### src/hdl/write_ahead_log_tracker_unit_defines.svh
// assertion macros for the write-ahead log tracker
`ifndef WRITE_AHEAD_LOG_TRACKER_UNIT_DEFINES_SVH
`define WRITE_AHEAD_LOG_TRACKER_UNIT_DEFINES_SVH
`ifndef SYNTH
`define WAL_ASSERT(lbl, clk, rst, prop, msg) \
   lbl: assert property (@(posedge clk) disable iff (rst) prop) else $error(msg);
`define WAL_ASSERT_ALWAYS(lbl, clk, prop, msg) \
   lbl: assert property (@(posedge clk) prop) else $error(msg);
`else
`define WAL_ASSERT(lbl, clk, rst, prop, msg)
`define WAL_ASSERT_ALWAYS(lbl, clk, prop, msg)
`endif
`endif

### src/hdl/walt_pkg.sv
// types, constants and the control program of the write-ahead log tracker
package walt_pkg;

   localparam int LOG_SLOTS_DEF     = 16;
   localparam int BLOCKS_PER_OP_DEF = 4;

   localparam int CNT_W  = 5;
   localparam int NEED_W = 10;

   localparam logic [31:0] LOG_START_RST  = 32'd2;
   localparam logic [12:0] LOG_BLOCKS_RST = 13'd17;

   localparam logic [1:0] CSR_LOG_START  = 2'd0;
   localparam logic [1:0] CSR_LOG_BLOCKS = 2'd1;

   typedef enum logic [1:0] {
      CMD_BEGIN = 2'd0,
      CMD_WRITE = 2'd1,
      CMD_END   = 2'd2,
      CMD_NONE  = 2'd3
   } cmd_type;

   typedef enum logic [3:0] {
      ACT_GRANTED    = 4'd0,
      ACT_WAIT       = 4'd1,
      ACT_RECORDED   = 4'd2,
      ACT_ABSORBED   = 4'd3,
      ACT_TOO_LARGE  = 4'd4,
      ACT_OUTSIDE    = 4'd5,
      ACT_UNMATCHED  = 4'd6,
      ACT_END_ACK    = 4'd7,
      ACT_COPY       = 4'd8,
      ACT_HDR_ENTRY  = 4'd9,
      ACT_HDR_WRITE  = 4'd10,
      ACT_INSTALL    = 4'd11,
      ACT_HDR_CLEAR  = 4'd12
   } action_type;

   typedef enum logic [3:0] {
      COND_NEVER,
      COND_ALWAYS,
      COND_NO_REQ,
      COND_CMD_WRITE,
      COND_CMD_END,
      COND_CMD_NONE,
      COND_BEGIN_FULL,
      COND_TOO_LARGE,
      COND_NO_OPEN,
      COND_IDX_END,
      COND_MATCH,
      COND_COMMIT_DUE
   } cond_type;

   typedef enum logic [4:0] {
      ST_IDLE, ST_DISP_WRITE, ST_DISP_END, ST_DISP_NONE,
      ST_B_CHECK, ST_B_GRANT, ST_B_WAIT,
      ST_W_LARGE_CHK, ST_W_OPEN_CHK, ST_W_SCAN, ST_W_CMP, ST_W_NEXT,
      ST_W_RECORD, ST_W_ABSORB, ST_W_LARGE, ST_W_OUTSIDE,
      ST_E_CHECK, ST_E_CLOSE, ST_E_ACK, ST_E_UNMATCHED,
      ST_C_COPY_CHK, ST_C_COPY, ST_C_HDR_INIT, ST_C_HDR_CHK, ST_C_HDR,
      ST_C_HDR_WRITE, ST_C_INST_CHK, ST_C_INST, ST_C_CLEAR
   } step_type;

   typedef enum logic [1:0] {SRC_ZERO, SRC_BLK, SRC_RDATA, SRC_SLOT_ADDR} src_sel_type;
   typedef enum logic [1:0] {TGT_ZERO, TGT_START, TGT_SLOT_ADDR, TGT_RDATA} tgt_sel_type;
   typedef enum logic [1:0] {SLOT_ZERO, SLOT_IDX, SLOT_COUNT} slot_sel_type;
   typedef enum logic [1:0] {IDX_HOLD, IDX_CLEAR, IDX_INC} idx_op_type;
   typedef enum logic [1:0] {OPEN_HOLD, OPEN_INC, OPEN_DEC} open_op_type;
   typedef enum logic [1:0] {CNT_HOLD, CNT_INC, CNT_CLEAR} cnt_op_type;

   typedef struct packed {
      logic         take;
      cond_type     cond;
      step_type     target;
      logic         emit;
      action_type   act;
      src_sel_type  src;
      tgt_sel_type  tgt;
      slot_sel_type slot;
      logic         last;
      idx_op_type   idx_op;
      open_op_type  open_op;
      cnt_op_type   cnt_op;
      logic         mem_we;
   } ctrl_type;

   typedef struct packed {
      logic no_req;
      logic cmd_write;
      logic cmd_end;
      logic cmd_none;
      logic begin_full;
      logic too_large;
      logic no_open;
      logic idx_end;
      logic match;
      logic commit_due;
   } flags_type;

   // control store: one word per step, jump taken when cond holds, else next step
   function automatic ctrl_type ucode_rd(input step_type pc);
      ctrl_type cw;
      cw = '0;
      case (pc)
         ST_IDLE: begin
            cw.take = 1'b1; cw.idx_op = IDX_CLEAR;
            cw.cond = COND_NO_REQ; cw.target = ST_IDLE;
         end
         ST_DISP_WRITE: begin
            cw.cond = COND_CMD_WRITE; cw.target = ST_W_LARGE_CHK;
         end
         ST_DISP_END: begin
            cw.cond = COND_CMD_END; cw.target = ST_E_CHECK;
         end
         ST_DISP_NONE: begin
            cw.cond = COND_CMD_NONE; cw.target = ST_IDLE;
         end
         ST_B_CHECK: begin
            cw.cond = COND_BEGIN_FULL; cw.target = ST_B_WAIT;
         end
         ST_B_GRANT: begin
            cw.emit = 1'b1; cw.act = ACT_GRANTED; cw.last = 1'b1;
            cw.open_op = OPEN_INC; cw.cond = COND_ALWAYS; cw.target = ST_IDLE;
         end
         ST_B_WAIT: begin
            cw.emit = 1'b1; cw.act = ACT_WAIT; cw.last = 1'b1;
            cw.cond = COND_ALWAYS; cw.target = ST_IDLE;
         end
         ST_W_LARGE_CHK: begin
            cw.cond = COND_TOO_LARGE; cw.target = ST_W_LARGE;
         end
         ST_W_OPEN_CHK: begin
            cw.cond = COND_NO_OPEN; cw.target = ST_W_OUTSIDE;
         end
         ST_W_SCAN: begin
            cw.cond = COND_IDX_END; cw.target = ST_W_RECORD;
         end
         ST_W_CMP: begin
            cw.cond = COND_MATCH; cw.target = ST_W_ABSORB;
         end
         ST_W_NEXT: begin
            cw.idx_op = IDX_INC; cw.cond = COND_ALWAYS; cw.target = ST_W_SCAN;
         end
         ST_W_RECORD: begin
            cw.emit = 1'b1; cw.act = ACT_RECORDED; cw.src = SRC_BLK;
            cw.slot = SLOT_IDX; cw.last = 1'b1; cw.mem_we = 1'b1;
            cw.cnt_op = CNT_INC; cw.cond = COND_ALWAYS; cw.target = ST_IDLE;
         end
         ST_W_ABSORB: begin
            cw.emit = 1'b1; cw.act = ACT_ABSORBED; cw.src = SRC_BLK;
            cw.slot = SLOT_IDX; cw.last = 1'b1;
            cw.cond = COND_ALWAYS; cw.target = ST_IDLE;
         end
         ST_W_LARGE: begin
            cw.emit = 1'b1; cw.act = ACT_TOO_LARGE; cw.last = 1'b1;
            cw.cond = COND_ALWAYS; cw.target = ST_IDLE;
         end
         ST_W_OUTSIDE: begin
            cw.emit = 1'b1; cw.act = ACT_OUTSIDE; cw.last = 1'b1;
            cw.cond = COND_ALWAYS; cw.target = ST_IDLE;
         end
         ST_E_CHECK: begin
            cw.cond = COND_NO_OPEN; cw.target = ST_E_UNMATCHED;
         end
         ST_E_CLOSE: begin
            cw.open_op = OPEN_DEC; cw.cond = COND_COMMIT_DUE; cw.target = ST_C_COPY_CHK;
         end
         ST_E_ACK: begin
            cw.emit = 1'b1; cw.act = ACT_END_ACK; cw.last = 1'b1;
            cw.cond = COND_ALWAYS; cw.target = ST_IDLE;
         end
         ST_E_UNMATCHED: begin
            cw.emit = 1'b1; cw.act = ACT_UNMATCHED; cw.last = 1'b1;
            cw.cond = COND_ALWAYS; cw.target = ST_IDLE;
         end
         ST_C_COPY_CHK: begin
            cw.cond = COND_IDX_END; cw.target = ST_C_HDR_INIT;
         end
         ST_C_COPY: begin
            cw.emit = 1'b1; cw.act = ACT_COPY; cw.src = SRC_RDATA;
            cw.tgt = TGT_SLOT_ADDR; cw.slot = SLOT_IDX; cw.idx_op = IDX_INC;
            cw.cond = COND_ALWAYS; cw.target = ST_C_COPY_CHK;
         end
         ST_C_HDR_INIT: begin
            cw.idx_op = IDX_CLEAR;
         end
         ST_C_HDR_CHK: begin
            cw.cond = COND_IDX_END; cw.target = ST_C_HDR_WRITE;
         end
         ST_C_HDR: begin
            cw.emit = 1'b1; cw.act = ACT_HDR_ENTRY; cw.src = SRC_RDATA;
            cw.tgt = TGT_START; cw.slot = SLOT_IDX; cw.idx_op = IDX_INC;
            cw.cond = COND_ALWAYS; cw.target = ST_C_HDR_CHK;
         end
         ST_C_HDR_WRITE: begin
            cw.emit = 1'b1; cw.act = ACT_HDR_WRITE; cw.tgt = TGT_START;
            cw.slot = SLOT_COUNT; cw.idx_op = IDX_CLEAR;
         end
         ST_C_INST_CHK: begin
            cw.cond = COND_IDX_END; cw.target = ST_C_CLEAR;
         end
         ST_C_INST: begin
            cw.emit = 1'b1; cw.act = ACT_INSTALL; cw.src = SRC_SLOT_ADDR;
            cw.tgt = TGT_RDATA; cw.slot = SLOT_IDX; cw.idx_op = IDX_INC;
            cw.cond = COND_ALWAYS; cw.target = ST_C_INST_CHK;
         end
         ST_C_CLEAR: begin
            cw.emit = 1'b1; cw.act = ACT_HDR_CLEAR; cw.tgt = TGT_START;
            cw.last = 1'b1; cw.cnt_op = CNT_CLEAR;
            cw.cond = COND_ALWAYS; cw.target = ST_IDLE;
         end
         default: begin
            cw.cond = COND_ALWAYS; cw.target = ST_IDLE;
         end
      endcase
      return cw;
   endfunction

endpackage

### src/hdl/walt_seq.sv
// step counter, control store and jump logic of the log tracker
module walt_seq
   import walt_pkg::*;
(
   input  logic      clock,
   input  logic      reset,
   input  flags_type flags,
   input  logic      stall,
   output ctrl_type  cw
);

   step_type pc_ff;
   step_type pc_in;
   logic     hit;

   assign cw = ucode_rd(pc_ff);

   always_comb begin
      case (cw.cond)
         COND_NEVER:      hit = 1'b0;
         COND_ALWAYS:     hit = 1'b1;
         COND_NO_REQ:     hit = flags.no_req;
         COND_CMD_WRITE:  hit = flags.cmd_write;
         COND_CMD_END:    hit = flags.cmd_end;
         COND_CMD_NONE:   hit = flags.cmd_none;
         COND_BEGIN_FULL: hit = flags.begin_full;
         COND_TOO_LARGE:  hit = flags.too_large;
         COND_NO_OPEN:    hit = flags.no_open;
         COND_IDX_END:    hit = flags.idx_end;
         COND_MATCH:      hit = flags.match;
         COND_COMMIT_DUE: hit = flags.commit_due;
         default:         hit = 1'b0;
      endcase
      if (stall) begin
         pc_in = pc_ff;
      end else if (hit) begin
         pc_in = cw.target;
      end else begin
         pc_in = step_type'(5'(pc_ff) + 5'd1);
      end
   end

   always_ff @(posedge clock) begin
      if (reset) begin
         pc_ff <= ST_IDLE;
      end else begin
         pc_ff <= pc_in;
      end
   end

endmodule

### src/hdl/write_ahead_log_tracker_unit.sv
// write-ahead log tracker: begin/write/end commands with group commit
//
// channel   dir  handshake            payload
// req_      in   req_valid/req_ready  req_cmd, req_block_number
// rsp_      out  rsp_valid/rsp_ready  action, source/target block, slot, last
// csr_      in   csr_write_enable     csr_index, csr_wdata
//
// one step per cycle unless stalled; items are taken one at a time in the idle step
// begin: dispatch, capacity check, grant or wait; end: check, close, ack or commit
// write: size and open checks, then a scan of the log slots, recorded or absorbed
// commit: copy, header and install passes, a check step and an emit step per result
// a result waiting in the output register stalls only a step that emits
// synchronous reset; the log memory needs no clearing
`include "write_ahead_log_tracker_unit_defines.svh"
module write_ahead_log_tracker_unit
   import walt_pkg::*;
#(
   parameter int LOG_SLOTS     = LOG_SLOTS_DEF,
   parameter int BLOCKS_PER_OP = BLOCKS_PER_OP_DEF
) (
   input  logic        clock,
   input  logic        reset,
   input  logic        req_valid,
   output logic        req_ready,
   input  logic [1:0]  req_cmd,
   input  logic [31:0] req_block_number,
   output logic        rsp_valid,
   input  logic        rsp_ready,
   output logic [3:0]  rsp_action,
   output logic [31:0] rsp_source_block,
   output logic [31:0] rsp_target_block,
   output logic [4:0]  rsp_slot_or_count,
   output logic        rsp_last_of_run,
   input  logic        csr_write_enable,
   input  logic [1:0]  csr_index,
   input  logic [31:0] csr_wdata
);

   localparam int IDX_W = $clog2(LOG_SLOTS);

   ctrl_type    cw;
   flags_type   flags;
   logic        stall;
   logic        go;

   logic [31:0] area_start_ff;
   logic [12:0] area_blocks_ff;
   cmd_type     cmd_ff;
   logic [31:0] blk_ff;
   logic [CNT_W-1:0] idx_ff, idx_in;
   logic [CNT_W-1:0] count_ff, count_in;
   logic [CNT_W-1:0] open_ff, open_in;
   logic [31:0] rdata_ff;
   logic [31:0] log_mem [LOG_SLOTS];

   logic        rsp_valid_ff;
   action_type  rsp_action_ff;
   logic [31:0] rsp_src_ff;
   logic [31:0] rsp_tgt_ff;
   logic [CNT_W-1:0] rsp_slot_ff;
   logic        rsp_last_ff;

   logic [NEED_W-1:0] need;
   logic [31:0] slot_addr;
   logic [31:0] src_val;
   logic [31:0] tgt_val;
   logic [CNT_W-1:0] slot_val;

   walt_seq u_seq (
      .clock (clock),
      .reset (reset),
      .flags (flags),
      .stall (stall),
      .cw    (cw)
   );

   assign stall     = cw.emit && rsp_valid_ff && !rsp_ready;
   assign go        = !stall;
   assign req_ready = cw.take;

   assign need = NEED_W'(count_ff)
               + (NEED_W'(open_ff) + NEED_W'(1)) * NEED_W'(BLOCKS_PER_OP);
   assign slot_addr = area_start_ff + 32'(idx_ff) + 32'd1;

   always_comb begin
      flags.no_req     = !req_valid;
      flags.cmd_write  = (cmd_ff == CMD_WRITE);
      flags.cmd_end    = (cmd_ff == CMD_END);
      flags.cmd_none   = (cmd_ff == CMD_NONE);
      flags.begin_full = (need > NEED_W'(LOG_SLOTS));
      flags.too_large  = (count_ff >= CNT_W'(LOG_SLOTS))
                      || ((13'(count_ff) + 13'd1) >= area_blocks_ff);
      flags.no_open    = (open_ff == '0);
      flags.idx_end    = (idx_ff == count_ff);
      flags.match      = (rdata_ff == blk_ff);
      // closing the last open operation with a non-empty log
      flags.commit_due = (open_ff == CNT_W'(1)) && (count_ff != '0);
   end

   always_comb begin
      case (cw.src)
         SRC_BLK:       src_val = blk_ff;
         SRC_RDATA:     src_val = rdata_ff;
         SRC_SLOT_ADDR: src_val = slot_addr;
         default:       src_val = '0;
      endcase
      case (cw.tgt)
         TGT_START:     tgt_val = area_start_ff;
         TGT_SLOT_ADDR: tgt_val = slot_addr;
         TGT_RDATA:     tgt_val = rdata_ff;
         default:       tgt_val = '0;
      endcase
      case (cw.slot)
         SLOT_IDX:   slot_val = idx_ff;
         SLOT_COUNT: slot_val = count_ff;
         default:    slot_val = '0;
      endcase
   end

   always_comb begin
      idx_in   = idx_ff;
      count_in = count_ff;
      open_in  = open_ff;
      if (go) begin
         case (cw.idx_op)
            IDX_CLEAR: idx_in = '0;
            IDX_INC:   idx_in = idx_ff + CNT_W'(1);
            default:   idx_in = idx_ff;
         endcase
         case (cw.cnt_op)
            CNT_INC:   count_in = count_ff + CNT_W'(1);
            CNT_CLEAR: count_in = '0;
            default:   count_in = count_ff;
         endcase
         case (cw.open_op)
            OPEN_INC: open_in = open_ff + CNT_W'(1);
            OPEN_DEC: open_in = open_ff - CNT_W'(1);
            default:  open_in = open_ff;
         endcase
      end
   end

   always_ff @(posedge clock) begin
      if (reset) begin
         area_start_ff  <= LOG_START_RST;
         area_blocks_ff <= LOG_BLOCKS_RST;
         count_ff       <= '0;
         open_ff        <= '0;
         idx_ff         <= '0;
         cmd_ff         <= CMD_NONE;
         rsp_valid_ff   <= 1'b0;
      end else begin
         if (csr_write_enable) begin
            case (csr_index)
               CSR_LOG_START:  area_start_ff  <= csr_wdata;
               CSR_LOG_BLOCKS: area_blocks_ff <= csr_wdata[12:0];
               default: ;
            endcase
         end
         count_ff <= count_in;
         open_ff  <= open_in;
         idx_ff   <= idx_in;
         if (req_valid && req_ready) begin
            cmd_ff <= cmd_type'(req_cmd);
         end
         if (go && cw.emit) begin
            rsp_valid_ff <= 1'b1;
         end else if (rsp_ready) begin
            rsp_valid_ff <= 1'b0;
         end
      end
   end

   always_ff @(posedge clock) begin
      if (req_valid && req_ready) begin
         blk_ff <= req_block_number;
      end
      if (go && cw.emit) begin
         rsp_action_ff <= cw.act;
         rsp_src_ff    <= src_val;
         rsp_tgt_ff    <= tgt_val;
         rsp_slot_ff   <= slot_val;
         rsp_last_ff   <= cw.last;
      end
   end

   // log slot store, one write per unstalled cycle and one registered read per cycle
   always_ff @(posedge clock) begin
      if (go && cw.mem_we) begin
         log_mem[idx_ff[IDX_W-1:0]] <= blk_ff;
      end
      rdata_ff <= log_mem[idx_ff[IDX_W-1:0]];
   end

   assign rsp_valid         = rsp_valid_ff;
   assign rsp_action        = rsp_action_ff;
   assign rsp_source_block  = rsp_src_ff;
   assign rsp_target_block  = rsp_tgt_ff;
   assign rsp_slot_or_count = rsp_slot_ff;
   assign rsp_last_of_run   = rsp_last_ff;

   `WAL_ASSERT(a_count_fits, clock, reset, count_ff <= CNT_W'(LOG_SLOTS), "log count overflow")
   `WAL_ASSERT(a_open_bound, clock, reset, 32'(open_ff) * BLOCKS_PER_OP <= LOG_SLOTS, "too many open")
   `WAL_ASSERT(a_idx_in_range, clock, reset, !cw.take |-> idx_ff <= count_ff, "slot index past count")
   `WAL_ASSERT(a_leave_idle, clock, reset, (req_valid && req_ready) |=> !req_ready, "stayed idle")

endmodule
### config.mk
export PLATFORM = sky130hd
export DESIGN_NAME = write_ahead_log_tracker_unit
export DESIGN_NICKNAME = d
export VERILOG_FILES = /design/src/hdl/walt_pkg.sv /design/src/hdl/walt_seq.sv /design/src/hdl/write_ahead_log_tracker_unit.sv
export VERILOG_INCLUDE_DIRS = /design/src /design/src/hdl
export SDC_FILE = /design/constraint.sdc
export NUM_CORES = 1
export LEC_CHECK = 0
export ABC_AREA = 0
export BUFFER_PORTS_ARGS = -buffer_cell sky130_fd_sc_hd__buf_2
export CAP_MARGIN = 0
export CORE_AREA = 2 2 226 228
export DETAILED_ROUTE_END_ITERATION = 6
export DIE_AREA = 0 0 228 230
export PLACE_DENSITY = 0.81
export SLEW_MARGIN = 20
export SYNTH_ARGS = -nofsm -noshare
export SYNTH_HDL_FRONTEND = slang
export SYNTH_SLANG_ARGS = --single-unit
### constraint.sdc
create_clock -name clock -period 12.7 [get_ports clock]
set_input_delay 2.54 -clock clock [delete_from_list [all_inputs] [get_ports clock]]
set_output_delay 2.54 -clock clock [all_outputs]
set_load 0.1 [all_outputs]
After elaboration in Yosys (flattened, before gate mapping)
Memories as Yosys holds them, arrays and structs flattened. A register that Yosys moved wholly into a read port is not among the register bits.
Cells that the tools add are included.
{ "totals": {"ff_bits": 174, "ram_bits": 512, "input_bits": 73, "memories": 1} }
{ "memory_table": {"columns": ["memory", "depth", "word_bits", "rd", "rd_clocked_by_memory_dff", "wr", "line", "text"], "rows": [
  ["log_mem", 16, 32, 1, 1, 1, "write_ahead_log_tracker_unit.sv:54", "logic [31:0] log_mem [LOG_SLOTS];"]
]} }
{ "classes": {"mux": 23, "order_cmp": 3, "eq_ne": 60, "reduce_logical": 31, "addsub": 10, "n_bitwise": 1} }
{ "ops": {"columns": ["cell", "count"], "rows": [
  ["case mux 32 bit (3 select lines)", 2],
  ["case mux 9 bit (19 select lines)", 1],
  ["== test 5 bit (second input constant)", 13],
  ["case mux 5 bit (13 select lines)", 1],
  ["== test 5 x 4 -> 1 bit (second input constant)", 8],
  ["case mux 5 bit (2 select lines)", 4],
  ["adder 32 x 1 -> 32 bit (second input constant)", 1],
  ["adder 32 x 5 -> 32 bit", 1],
  ["== test 32 bit", 1],
  ["adder 5 x 1 -> 5 bit (second input constant)", 4],
  ["== test 2 bit (second input constant)", 10],
  ["== test 5 x 3 -> 1 bit (second input constant)", 4],
  ["== test 2 x 1 -> 1 bit (second input constant)", 8],
  ["== test 4 x 3 -> 1 bit (second input constant)", 4],
  ["== test 4 bit (second input constant)", 4],
  ["case mux 2 bit (2 select lines)", 4],
  [">= comparator 6 x 13 -> 1 bit", 1],
  ["adder 5 x 1 -> 6 bit (second input constant)", 2],
  ["case mux 2 bit (3 select lines)", 2],
  ["case mux 1 bit (11 select lines)", 1],
  ["== test 5 x 1 -> 1 bit (second input constant)", 2],
  ["== test 5 x 2 -> 1 bit (second input constant)", 2],
  ["logical NOT 5 bit", 2],
  ["AND reduction 2 bit", 5],
  ["21 further kinds", 41]
]} }

Logic depth before layout (Yosys ltp)
Gate-level depths: netlist of the first run.
{ "logic_depth": {"word_depth": 8, "mapped_depth": 13, "mapped_depth_nobuf": 11} }

Hierarchy
Synthesis of the first run repeated with hierarchy kept, for this count alone.
{ "unflattened": {"hier_cells": 1887, "hier_area_um2": 30332.8} }
{ "modules_own_cells": {"columns": ["mod", "area_each_um2", "instances", "seq_area_each_um2", "cells_each"], "rows": [
  ["write_ahead_log_tracker_unit", 29042.9, 1, 20459.6, 1687],
  ["walt_seq", 1290.0, 1, 100.1, 200]
]} }

Worst setup path before layout of the first run
Ideal clock, no wire load.
{ "synth_timing": {"path_type": "input to register", "from": "input rsp_ready", "to": "register rsp_action_ff[0] (netlist: rsp_action[0]), enable pin", "cell_stages": 2, "n_path_buf": 0, "required_ps": 12193, "setup_slack_ps": 6468, "t_arrival_ps": 5725, "setup_ps": 507, "path_cell_list": "nor2b_1 nor2_1"} }
{ "synth_between": {"elab_chain_len": 4} }
{ "synth_rtl": {"columns": ["item", "line", "text"], "rows": [
  ["start: declaration", "write_ahead_log_tracker_unit.sv:28", "input logic rsp_ready,"],
  ["logical NOT 1 bit", "write_ahead_log_tracker_unit.sv:77", "assign stall = cw.emit && rsp_valid_ff && !rsp_ready;"],
  ["logical AND 1 bit", "write_ahead_log_tracker_unit.sv:77", null],
  ["logical NOT 1 bit", "write_ahead_log_tracker_unit.sv:78", "assign go = !stall;"],
  ["logical AND 1 bit", "write_ahead_log_tracker_unit.sv:178", "if (go && cw.emit) begin"],
  ["end signal: assignment", "write_ahead_log_tracker_unit.sv:179", "rsp_action_ff <= cw.act;"],
  ["end: declaration", "write_ahead_log_tracker_unit.sv:57", "action_type rsp_action_ff;"]
]} }
Every way passes these cells.
A chain may end at the register's enable or synchronous reset.

Final worst setup path of the first run
{ "layout_timing": {"from": "register u_seq.pc_ff[0]", "to": "output req_ready"} }
{ "layout_between": {"elab_chain_len": 2} }
{ "layout_rtl": {"columns": ["item", "line", "text"], "rows": [
  ["start: declaration", "walt_seq.sv:12", "step_type pc_ff;"],
  ["start signal: assignment", "walt_seq.sv:47", "pc_ff <= pc_in;"],
  ["logical NOT 5 bit", "walt_pkg.sv:104", "case (pc)"],
  ["2-to-1 mux 1 bit", "walt_pkg.sv:104", null],
  ["end: declaration", "write_ahead_log_tracker_unit.sv:24", "output logic req_ready,"]
]} }
Every way passes these cells.

==> results of run 1 <==
## cell usage in the layout (no fill, tap or decap), drive strengths merged, types with 30 or more instances in the layout
cell type,netlist,final
dfxtp,100,100
clkinv,1,31
a21oi,69,69
ha,30,30
clkbuf,75,85
nand2,160,160
a22oi,43,43
o21ai,79,79
mux4,160,160
nor2,74,74
inv,36,41
xnor2,55,55
edfxtp,618,618
nand3,30,30
buf,35,196
## state kept, by name, summed over array words and instances, names as in the netlist, 13 cells and up
| name | count |
|---|---|
| blk_ff | 32 |
| area_start_ff | 32 |
| rdata_ff | 32 |
| rsp_source_block | 32 |
| rsp_target_block | 32 |
| log_mem | 512 |
| area_blocks_ff | 13 |
## worst reg2reg max path: stages (launching register included)
cell and delay (ns):
dfxtp_1 0.43, inv_1 0.13, ha_1 0.45, and2_1 0.28, o31a_1 0.37, o31ai_4 0.35, nand3_2 0.22, nor2_2 0.37
nand2_1 0.35, nor3_2 0.65, buf_4 0.48
## cell families after synthesis
kind of cell               Yosys count  share of synthesized area
adders and majority gates           32                     0.0140
DFF                                718                      0.695
AOI/OAI and AO/OA                  291                     0.0655
xor gates and xnor gates            75                     0.0222
buffers and inverters              147                     0.0195
muxes                              168                      0.125
and+or+nand+nor                    375                     0.0592
## stage by stage
step	total power, mW	hold WS [ns]	util
after floorplan	3.52	0.436	-
after global placement	3.75	0.443	0.626
after detailed placement	3.78	0.452	0.626
after CTS	5.91	0.461	0.674
after global routing	6.06	0.487	0.675
final	5.91	0.462	0.675
## Yosys cell counts, types with 7 or more instances
master | number | area, um^2
a21o_1 | 7 | 52.6
a21oi_1 | 69 | 345
a221o_1 | 13 | 130
a22oi_1 | 43 | 323
and2_1 | 8 | 50.1
buf_1 | 22 | 82.6
buf_2 | 11 | 55.1
clkbuf_1 | 75 | 282
dfxtp_1 | 100 | 2000
edfxtp_1 | 618 | 18600
ha_1 | 30 | 375
inv_1 | 36 | 135
mux4_2 | 160 | 3600
nand2_1 | 160 | 601
nand2b_1 | 10 | 62.6
nand3_1 | 29 | 145
nand4_1 | 13 | 81.3
nor2_1 | 72 | 270
nor2b_1 | 9 | 56.3
nor3_1 | 27 | 135
nor4_1 | 11 | 68.8
o2111ai_1 | 7 | 61.3
o211ai_1 | 10 | 75.1
o21ai_0 | 75 | 375
o31a_1 | 8 | 70.1
xnor2_1 | 55 | 482
xor2_1 | 20 | 175
## final timing paths
kind,startpoint,endpoint,slack (ns),depth (start not counted)
setup / recovery,u_seq.pc_ff[0],req_ready,7.70,4
hold / removal,area_blocks_ff[9],area_blocks_ff[9],0.46,2
hold reg to reg,area_blocks_ff[9],area_blocks_ff[9],0.46,2
setup reg to reg,u_seq.pc_ff[0],log_mem[2][23],8.29,10
## layer usage
metal | GRT usage | share of wire | vias to the layer above
met3 | 0.0590 | 0.11 | 160
li1 | - | - | 7433
met5 | 0 | 0.0011 | -
met2 | 0.455 | 0.46 | 1274
met4 | 0.0960 | 0.029 | 10
met1 | 0.436 | 0.40 | 8930
## cell type report
type                            count  area [um^2]
Clock inverter                     46          490
Tap cell                          672          841
Fill cell                        3175        16200
Multi-Input combinational cell    941         8590
Timing Repair Buffer              196         1130
Sequential cell                   718        20600
Clock buffer                       85         1890
Inverter                           37          139
## where the power goes
part / switching [mW] / internal [mW] / total [mW]
clock: 0.952 / 1.21 / 2.16
combinational: 0.722 / 0.188 / 0.911
sequential: 0.0857 / 2.75 / 2.84
==> flow_metrics.env, run 1 <==
export IMPL_outcome="finished, final reports clean"
export IMPL_synth_cell_types=82
export IMPL_hold_violations=0
export IMPL_p_per_area_nw_per_um2=176
export IMPL_fp_dieH_um=230
export IMPL_dr_first_iter_drc_count=3032
export IMPL_async_flop_share=0
export IMPL_vdd_ir_drop_max_mv=0.116
export IMPL_clockBufferDepth=3
export IMPL_grt_pass1_vias=17519
export IMPL_crit_fanout=19
export IMPL_dp_hpwl_mm=46.4
export IMPL_hp_class="reg2reg"
export IMPL_clk_latency_ns=0.62
export IMPL_diodes=0
export IMPL_routedWlPerCell_um=28.5
export IMPL_clock_skew_final_ns=0.0329
export IMPL_synth_nets=1911
export IMPL_worst_pin_slew_ns=1.12
export IMPL_syn_to_final_growth_pct=13.7
export IMPL_ant_nets=0
export IMPL_cts_tree="yes"
export IMPL_drcViolationCount=0
export IMPL_cpLargestDelayFamily="adder cells"
export IMPL_io_pins=149
export IMPL_clkSinkCount=718
export IMPL_cts_buffers=72
export IMPL_layout_min_cycle_time_ns=5.00
export IMPL_synth_avg_cell_area_um2=16.4
export IMPL_setup_viol=0
export IMPL_antenna_found_initial=5
export IMPL_cts_hold_fix_buffers=0
export IMPL_maxSlewHeadroom=0.254
export IMPL_fp_row_count=82
export IMPL_p_leak_nw=10.7
export IMPL_yosysWarnings=0
export IMPL_postCtsSetupBuffers=0
export IMPL_dpl_cell_area_um2=31200
export IMPL_start_util=0.593
export IMPL_postCtsResizedCells=0
export IMPL_slew_viol_final=0
export IMPL_ys_ff_latch=718
export IMPL_critPathRequiredTime_ns=10.16
export IMPL_synth_edf_count=618
export IMPL_worst_path_largest_cell_delay_ns=0.61
export IMPL_cp_slowest_cell="ha_1"
export IMPL_endpoint_kind="output pin"
export IMPL_drv_cap=0
export IMPL_dp_cells=2562
export IMPL_dp_slack_ns=7.54
export IMPL_grt_max_degree=70
export IMPL_setup_ws_ns=7.70
export IMPL_final_setup_tns_ns=0
export IMPL_synth_area_um2=29600
export IMPL_cts_htree_levels=3
export IMPL_vias=17807
export IMPL_cp_cell_sequence="inv_1 > ha_1 > and3_1 > buf_2"
export IMPL_path_clk_slew_ns=0.06
export IMPL_vias_per_cell=6.61
export IMPL_grt_pass1_wl_mm=115
export IMPL_drive_gt1_frac=0.251
export IMPL_rsz0062_at_grt="no"
export IMPL_die_area_um2=52400
export IMPL_synthCells=1806
export IMPL_first_pass_iters=6
export IMPL_fp_dieW_um=228
export IMPL_worstSetupPathType="reg2out"
export IMPL_period_share=0.394
export IMPL_core_area_um2=49900
export IMPL_overflow=0
export IMPL_place_congestion=0.918
export IMPL_numPortBuffers=148
export IMPL_final_area_um2=33700
export IMPL_ys_flop_type="edfxtp_1"
export IMPL_root_buffer="clkbuf_16"
export IMPL_critical_path_startpoint_type="flip-flop"
export IMPL_ys_seq_area_frac=0.695
export IMPL_cp_num_buf_inv=2
export IMPL_cp_arrival_ns=2.46
export IMPL_nets=2071
export IMPL_finalNonFillerCells=2695
export IMPL_grt_usage=0.297
export IMPL_routed_wl_mm=76.8
export IMPL_fmax_mhz=200
(Power assumes the default switching activity.)
==> inputs of run 2 (changes only) <==
--- a/config.mk
+++ b/config.mk
@@ -9,10 +9,10 @@
 export ABC_AREA = 0
 export BUFFER_PORTS_ARGS = -buffer_cell sky130_fd_sc_hd__buf_2
 export CAP_MARGIN = 0
-export CORE_AREA = 2 2 226 228
+export CORE_AREA = 2 2 235 237
 export DETAILED_ROUTE_END_ITERATION = 6
-export DIE_AREA = 0 0 228 230
-export PLACE_DENSITY = 0.81
+export DIE_AREA = 0 0 237 239
+export PLACE_DENSITY = 0.79
 export SLEW_MARGIN = 20
 export SYNTH_ARGS = -nofsm -noshare
 export SYNTH_HDL_FRONTEND = slang
==> constraint.sdc (replaced) <==
create_clock -name clock -period 4.22 [get_ports clock]
set_input_delay 0.844 -clock clock [delete_from_list [all_inputs] [get_ports clock]]
set_output_delay 0.844 -clock clock [all_outputs]
set_load 0.1 [all_outputs]
==> flow_metrics.env, run 2 (synthesis gave the netlist of run 1 again) <==
export IMPL_vias_per_cell=6.55
export IMPL_p_leak_nw=10.7
export IMPL_reg2reg_slack_ns=0.31
export IMPL_worstSetupEndpoint="log_mem[3][22]"
export IMPL_dr_first_iter_drc_count=3032
export IMPL_io_pins=149
export IMPL_dp_slack_ns=0.497
export IMPL_critPathRequiredTime_ns=4.52
export IMPL_hold_violations=0
export IMPL_dp_cells=2610
export IMPL_first_pass_iters=5
export IMPL_setup_ws_ns=0.309
export IMPL_clkSinkCount=718
export IMPL_dpl_cell_area_um2=31600
export IMPL_overflow=0
export IMPL_dp_hpwl_mm=51.0
export IMPL_slew_viol_final=0
export IMPL_nets=2086
export IMPL_vdd_ir_drop_max_mv=0.338
export IMPL_cp_arrival_ns=4.21
export IMPL_postCtsSetupBuffers=0
export IMPL_r2r_cells=10
export IMPL_path_clk_slew_ns=0.07
export IMPL_vias=17961
export IMPL_p_per_area_nw_per_um2=524
export IMPL_timing_rr_start="u_seq.pc_ff[0]"
export IMPL_cts_tree="yes"
export IMPL_power_frac_seq=0.485
export IMPL_core_area_um2=54300
export IMPL_fp_dieH_um=239
export IMPL_fill_cells=3625
export IMPL_period_share=0.927
export IMPL_combPwrFrac=0.154
export IMPL_postCtsResizedCells=0
export IMPL_grt_usage=0.285
export IMPL_layout_common_cells="edfxtp_1 (618), nand2_1 (160), mux4_2 (160)"
export IMPL_fp_dieW_um=237
export IMPL_rr_endpoint="log_mem[3][22]"
export IMPL_setup_viol=0
export IMPL_worst_pin_slew_ns=1.09
export IMPL_total_power_mw=17.9
export IMPL_drv_cap=0
export IMPL_hp_class="in2reg"
export IMPL_final_area_um2=34100
export IMPL_fmax_mhz=256
export IMPL_p_int_mw=12.5
export IMPL_whs_ns=0.386
export IMPL_endpoint_kind="flip-flop"
export IMPL_critPathLaunch="u_seq.pc_ff[0]"
export IMPL_critical_path_startpoint_type="flip-flop"
export IMPL_clockBufferDepth=3
export IMPL_syn_to_final_growth_pct=15.1
export IMPL_ant_nets=0
export IMPL_clockPowerShare=0.361
export IMPL_grt_max_degree=130
export IMPL_maxSlewHeadroom=0.275
export IMPL_outcome="finished, final reports clean"
export IMPL_crit_fanout=32
export IMPL_cts_htree_levels=3
export IMPL_swShare=0.301
export IMPL_cts_buffers=72
export IMPL_fp_row_count=86
export IMPL_place_congestion=0.900
export IMPL_drcViolationCount=0
export IMPL_routed_wl_mm=80.2
export IMPL_grt_pass1_wl_mm=117
export IMPL_drive_gt1_frac=0.256
export IMPL_grt_pass1_vias=17428
export IMPL_routedWlPerCell_um=29.2
export IMPL_root_buffer="clkbuf_16"
export IMPL_switchingPower_mw=5.37
export IMPL_final_setup_tns_ns=0
export IMPL_cts_hold_fix_buffers=0
export IMPL_clk_latency_ns=0.63
export IMPL_die_area_um2=56600
export IMPL_start_util=0.544
export IMPL_largest_reg_flops=512
export IMPL_numPortBuffers=148
export IMPL_antenna_found_initial=4
export IMPL_rsz0062_at_grt="no"
export IMPL_clock_skew_final_ns=0.0243
export IMPL_final_common_cell="edfxtp_1"
export IMPL_finalNonFillerCells=2744
export IMPL_worstSetupPathType="reg2reg"
export IMPL_layout_min_cycle_time_ns=3.91
export IMPL_fin_util=0.627
[run 2: cell count changes in the layout (fill, tap and decap cells not counted), sizes merged]
cell / previous run / this run
buf: 196 / 211
clkbuf: 85 / 84
clkinv: 31 / 36
clkinvlp: 5 / 6
diode: 0 / 1
inv: 41 / 37
[run 2: final cells by class]
type / instances / area [um^2] / share of cell area
antenna: 1 / 2.50 / 0.0000735
tap: 704 / 881 / 0.0259
multi-input combinational: 941 / 8610 / 0.253
inverter: 37 / 139 / 0.00408
clock buffer: 84 / 1880 / 0.0551
clock inverter: 48 / 513 / 0.0151
timing repair buffer: 211 / 1460 / 0.0428
sequential: 718 / 20600 / 0.604
[run 2: worst max-delay path: stages, from the launching register on]
cell,delay (ns)
dfxtp_1,0.43
inv_1,0.13
ha_1,0.48
and2_1,0.28
o31a_1,0.36
o31ai_4,0.35
nand3_2,0.25
nor2_2,0.34
nand2_1,0.37
nor3_4,0.29
buf_12,0.25
[run 2: per-layer routing]
metal	vias to the layer above	global-route usage	share of wire
met3	138	0.0942	0.14
met5	-	0	0.00032
li1	7474	-	-
met4	4	0.0852	0.026
met2	1348	0.425	0.45
met1	8997	0.403	0.38
[run 2: worst min-delay path by stage]
stage	startpoint	endpoint	slack, ns	cells past startpoint
2_1_floorplan	area_blocks_ff[9]	area_blocks_ff[9]	0.44	2
6_report	req_block_number[21]	blk_ff[21]	0.39	1
5_1_grt	req_block_number[21]	blk_ff[21]	0.38	1
4_1_cts	req_block_number[21]	blk_ff[21]	0.36	1
3_3_place_gp	area_blocks_ff[12]	area_blocks_ff[12]	0.44	2
3_5_place_dp	area_blocks_ff[10]	area_blocks_ff[10]	0.45	2
[run 2: power by group through the flow]
stage / Clock [mW] / Sequential (mW) / Combinational [mW]
after floorplan: 0 / 9.67 / 0.928
after global placement: 0 / 8.77 / 2.64
after detailed placement: 0 / 8.78 / 2.68
after CTS: 6.49 / 8.64 / 2.71
after global routing: 6.75 / 8.69 / 2.87
final: 6.45 / 8.65 / 2.75
==> inputs of run 3 (changes only) <==
--- a/config.mk
+++ b/config.mk
@@ -7,7 +7,7 @@
 export NUM_CORES = 1
 export LEC_CHECK = 0
 export ABC_AREA = 0
-export BUFFER_PORTS_ARGS = -buffer_cell sky130_fd_sc_hd__buf_2
+export BUFFER_PORTS_ARGS = -buffer_cell sky130_fd_sc_hd__buf_4
 export CAP_MARGIN = 0
 export CORE_AREA = 2 2 235 237
 export DETAILED_ROUTE_END_ITERATION = 6
==> flow_metrics.env, run 3 (synthesis gave the netlist of run 1 again) <==
export IMPL_vdd_ir_drop_max_mv=0.372
export IMPL_cts_hold_fix_buffers=0
export IMPL_setup_ws_ns=0.477
export IMPL_drive_gt1_frac=0.255
export IMPL_cts_buffers=72
export IMPL_hold_violations=0
export IMPL_worstHoldStart="req_block_number[20]"
export IMPL_ant_nets=0
export IMPL_core_area_um2=54300
export IMPL_fp_row_count=86
export IMPL_clock_skew_final_ns=0.0358
export IMPL_crit_fanout=26
export IMPL_numPortBuffers=148
export IMPL_setup_viol=0
export IMPL_clockBufferDepth=3
export IMPL_start_util=0.544
export IMPL_layout_min_cycle_time_ns=3.74
export IMPL_whs_endpoint="blk_ff[20]"
export IMPL_path_clk_slew_ns=0.06
export IMPL_period_share=0.887
export IMPL_drcViolationCount=0
export IMPL_layout_common_cells="edfxtp_1 (618), buf_4 (194), nand2_1 (160), mux4_2 (160), dfxtp_1 (96)"
export IMPL_fp_dieW_um=237
export IMPL_fill_cells=3590
export IMPL_routedWlPerCell_um=28.8
export IMPL_cp_num_buf_inv=2
export IMPL_vias_per_cell=6.50
export IMPL_cp_cell_sequence="inv_1 > ha_1 > nor2b_1 > o31a_1 > o31ai_4 > nand3_2 > nor2_2 > nand2_1 > nor2_4 > buf_12"
export IMPL_critPathRequiredTime_ns=4.52
export IMPL_fp_dieH_um=239
export IMPL_clk_latency_ns=0.63
export IMPL_maxSlewHeadroom=0.351
export IMPL_dp_hpwl_mm=49.6
export IMPL_grt_max_degree=135
export IMPL_cp_arrival_ns=4.04
export IMPL_root_buffer="clkbuf_16"
export IMPL_whs_path_depth=1
export IMPL_dp_slack_ns=0.637
export IMPL_cts_tree="yes"
export IMPL_place_congestion=0.905
export IMPL_p_leak_nw=10.9
export IMPL_clkSinkCount=718
export IMPL_largest_reg_flops=512
export IMPL_final_setup_tns_ns=0
export IMPL_fmax_mhz=267
export IMPL_die_area_um2=56600
export IMPL_syn_to_final_growth_pct=16.2
export IMPL_slew_viol_final=0
export IMPL_drv_cap=0
export IMPL_outcome="finished, final reports clean"
export IMPL_antenna_found_initial=5
export IMPL_p_per_area_nw_per_um2=520
export IMPL_rr_endpoint="log_mem[7][19]"
export IMPL_cts_htree_levels=3
export IMPL_worst_path_largest_cell_delay_ns=0.44
export IMPL_dr_first_iter_drc_count=2999
export IMPL_worstSetupPathType="reg2reg"
export IMPL_cpLargestDelayFamily="simple AND/OR/NAND/NOR gates"
export IMPL_rsz0062_at_grt="no"
export IMPL_final_common_cell="edfxtp_1"
export IMPL_vias=17821
export IMPL_overflow=0
export IMPL_critical_path_startpoint_type="flip-flop"
export IMPL_nets=2089
export IMPL_first_pass_iters=6
export IMPL_reg2reg_slack_ns=0.48
export IMPL_postCtsResizedCells=0
export IMPL_r2r_cells=10
export IMPL_grt_pass1_vias=17643
export IMPL_grt_usage=0.283
export IMPL_worst_pin_slew_ns=0.974
export IMPL_timing_rr_start="u_seq.pc_ff[0]"
export IMPL_postCtsSetupBuffers=0
export IMPL_endpoint_kind="flip-flop"
export IMPL_grt_pass1_wl_mm=117
export IMPL_cp_slowest_cell="dfxtp_1"
export IMPL_routed_wl_mm=79.0
export IMPL_hp_class="in2reg"
export IMPL_io_pins=149
==> run 3: per-stage QoR <==
step	instance area (um^2)	cells	power, mW	hold slack (ns)	util
2_1_floorplan	29600	1806	10.6	0.436	-
3_3_place_gp	32000	2613	11.5	0.442	0.590
3_5_place_dp	32000	2613	11.6	0.448	0.590
4_1_cts	34400	2740	17.9	0.379	0.632
5_1_grt	34400	2741	18.3	0.387	0.633
6_report	34400	2742	17.9	0.399	0.633
==> run 3: area by class of cell <==
cell class / count / area (um^2) / area share
Inverter: 37 / 139 / 0.00404
Clock inverter: 29 / 309 / 0.00899
Tap cell: 704 / 881 / 0.0256
Clock buffer: 98 / 2010 / 0.0585
Timing Repair Buffer: 214 / 1860 / 0.0542
Multi-Input combinational cell: 941 / 8610 / 0.250
Sequential cell: 718 / 20600 / 0.598
Antenna cell: 1 / 2.50 / 0.0000728
==> run 3: how the worst max path moves through the flow <==
stage | start | to | cells past startpoint
finish | u_seq.pc_ff[0] | log_mem[7][19] | 10
global route | u_seq.pc_ff[0] | log_mem[7][19] | 10
CTS | u_seq.pc_ff[0] | log_mem[7][19] | 10
detailed placement | u_seq.pc_ff[0] | log_mem[6][17] | 10
global placement | u_seq.pc_ff[0] | log_mem[12][16] | 10
floorplan | u_seq.pc_ff[0] | log_mem[12][0] | 10
==> run 3: worst register-to-register path: stages (launching register included) <==
cell and delay (ns):
dfxtp_1 0.44, inv_1 0.13, ha_1 0.37, nor2b_1 0.23
o31a_1 0.34, o31ai_4 0.35, nand3_2 0.25, nor2_2 0.30
nand2_1 0.39, nor2_4 0.36, buf_12 0.24
==> run 3: where the power goes <==
part / switching (mW) / internal [mW]
registers: 0.357 / 8.29
clock network: 2.74 / 3.61
logic: 2.18 / 0.692
total: 5.28 / 12.6
==> run 3: routing by layer <==
| metal | up-vias | wire length [um] | track usage |
|---|---|---|---|
| li1 | 7464 | - | - |
| met1 | 8947 | 31000 | 0.415 |
| met2 | 1245 | 35300 | 0.412 |
| met3 | 157 | 10300 | 0.0831 |
| met4 | 8 | 2250 | 0.0871 |
| met5 | - | 51 | 0 |
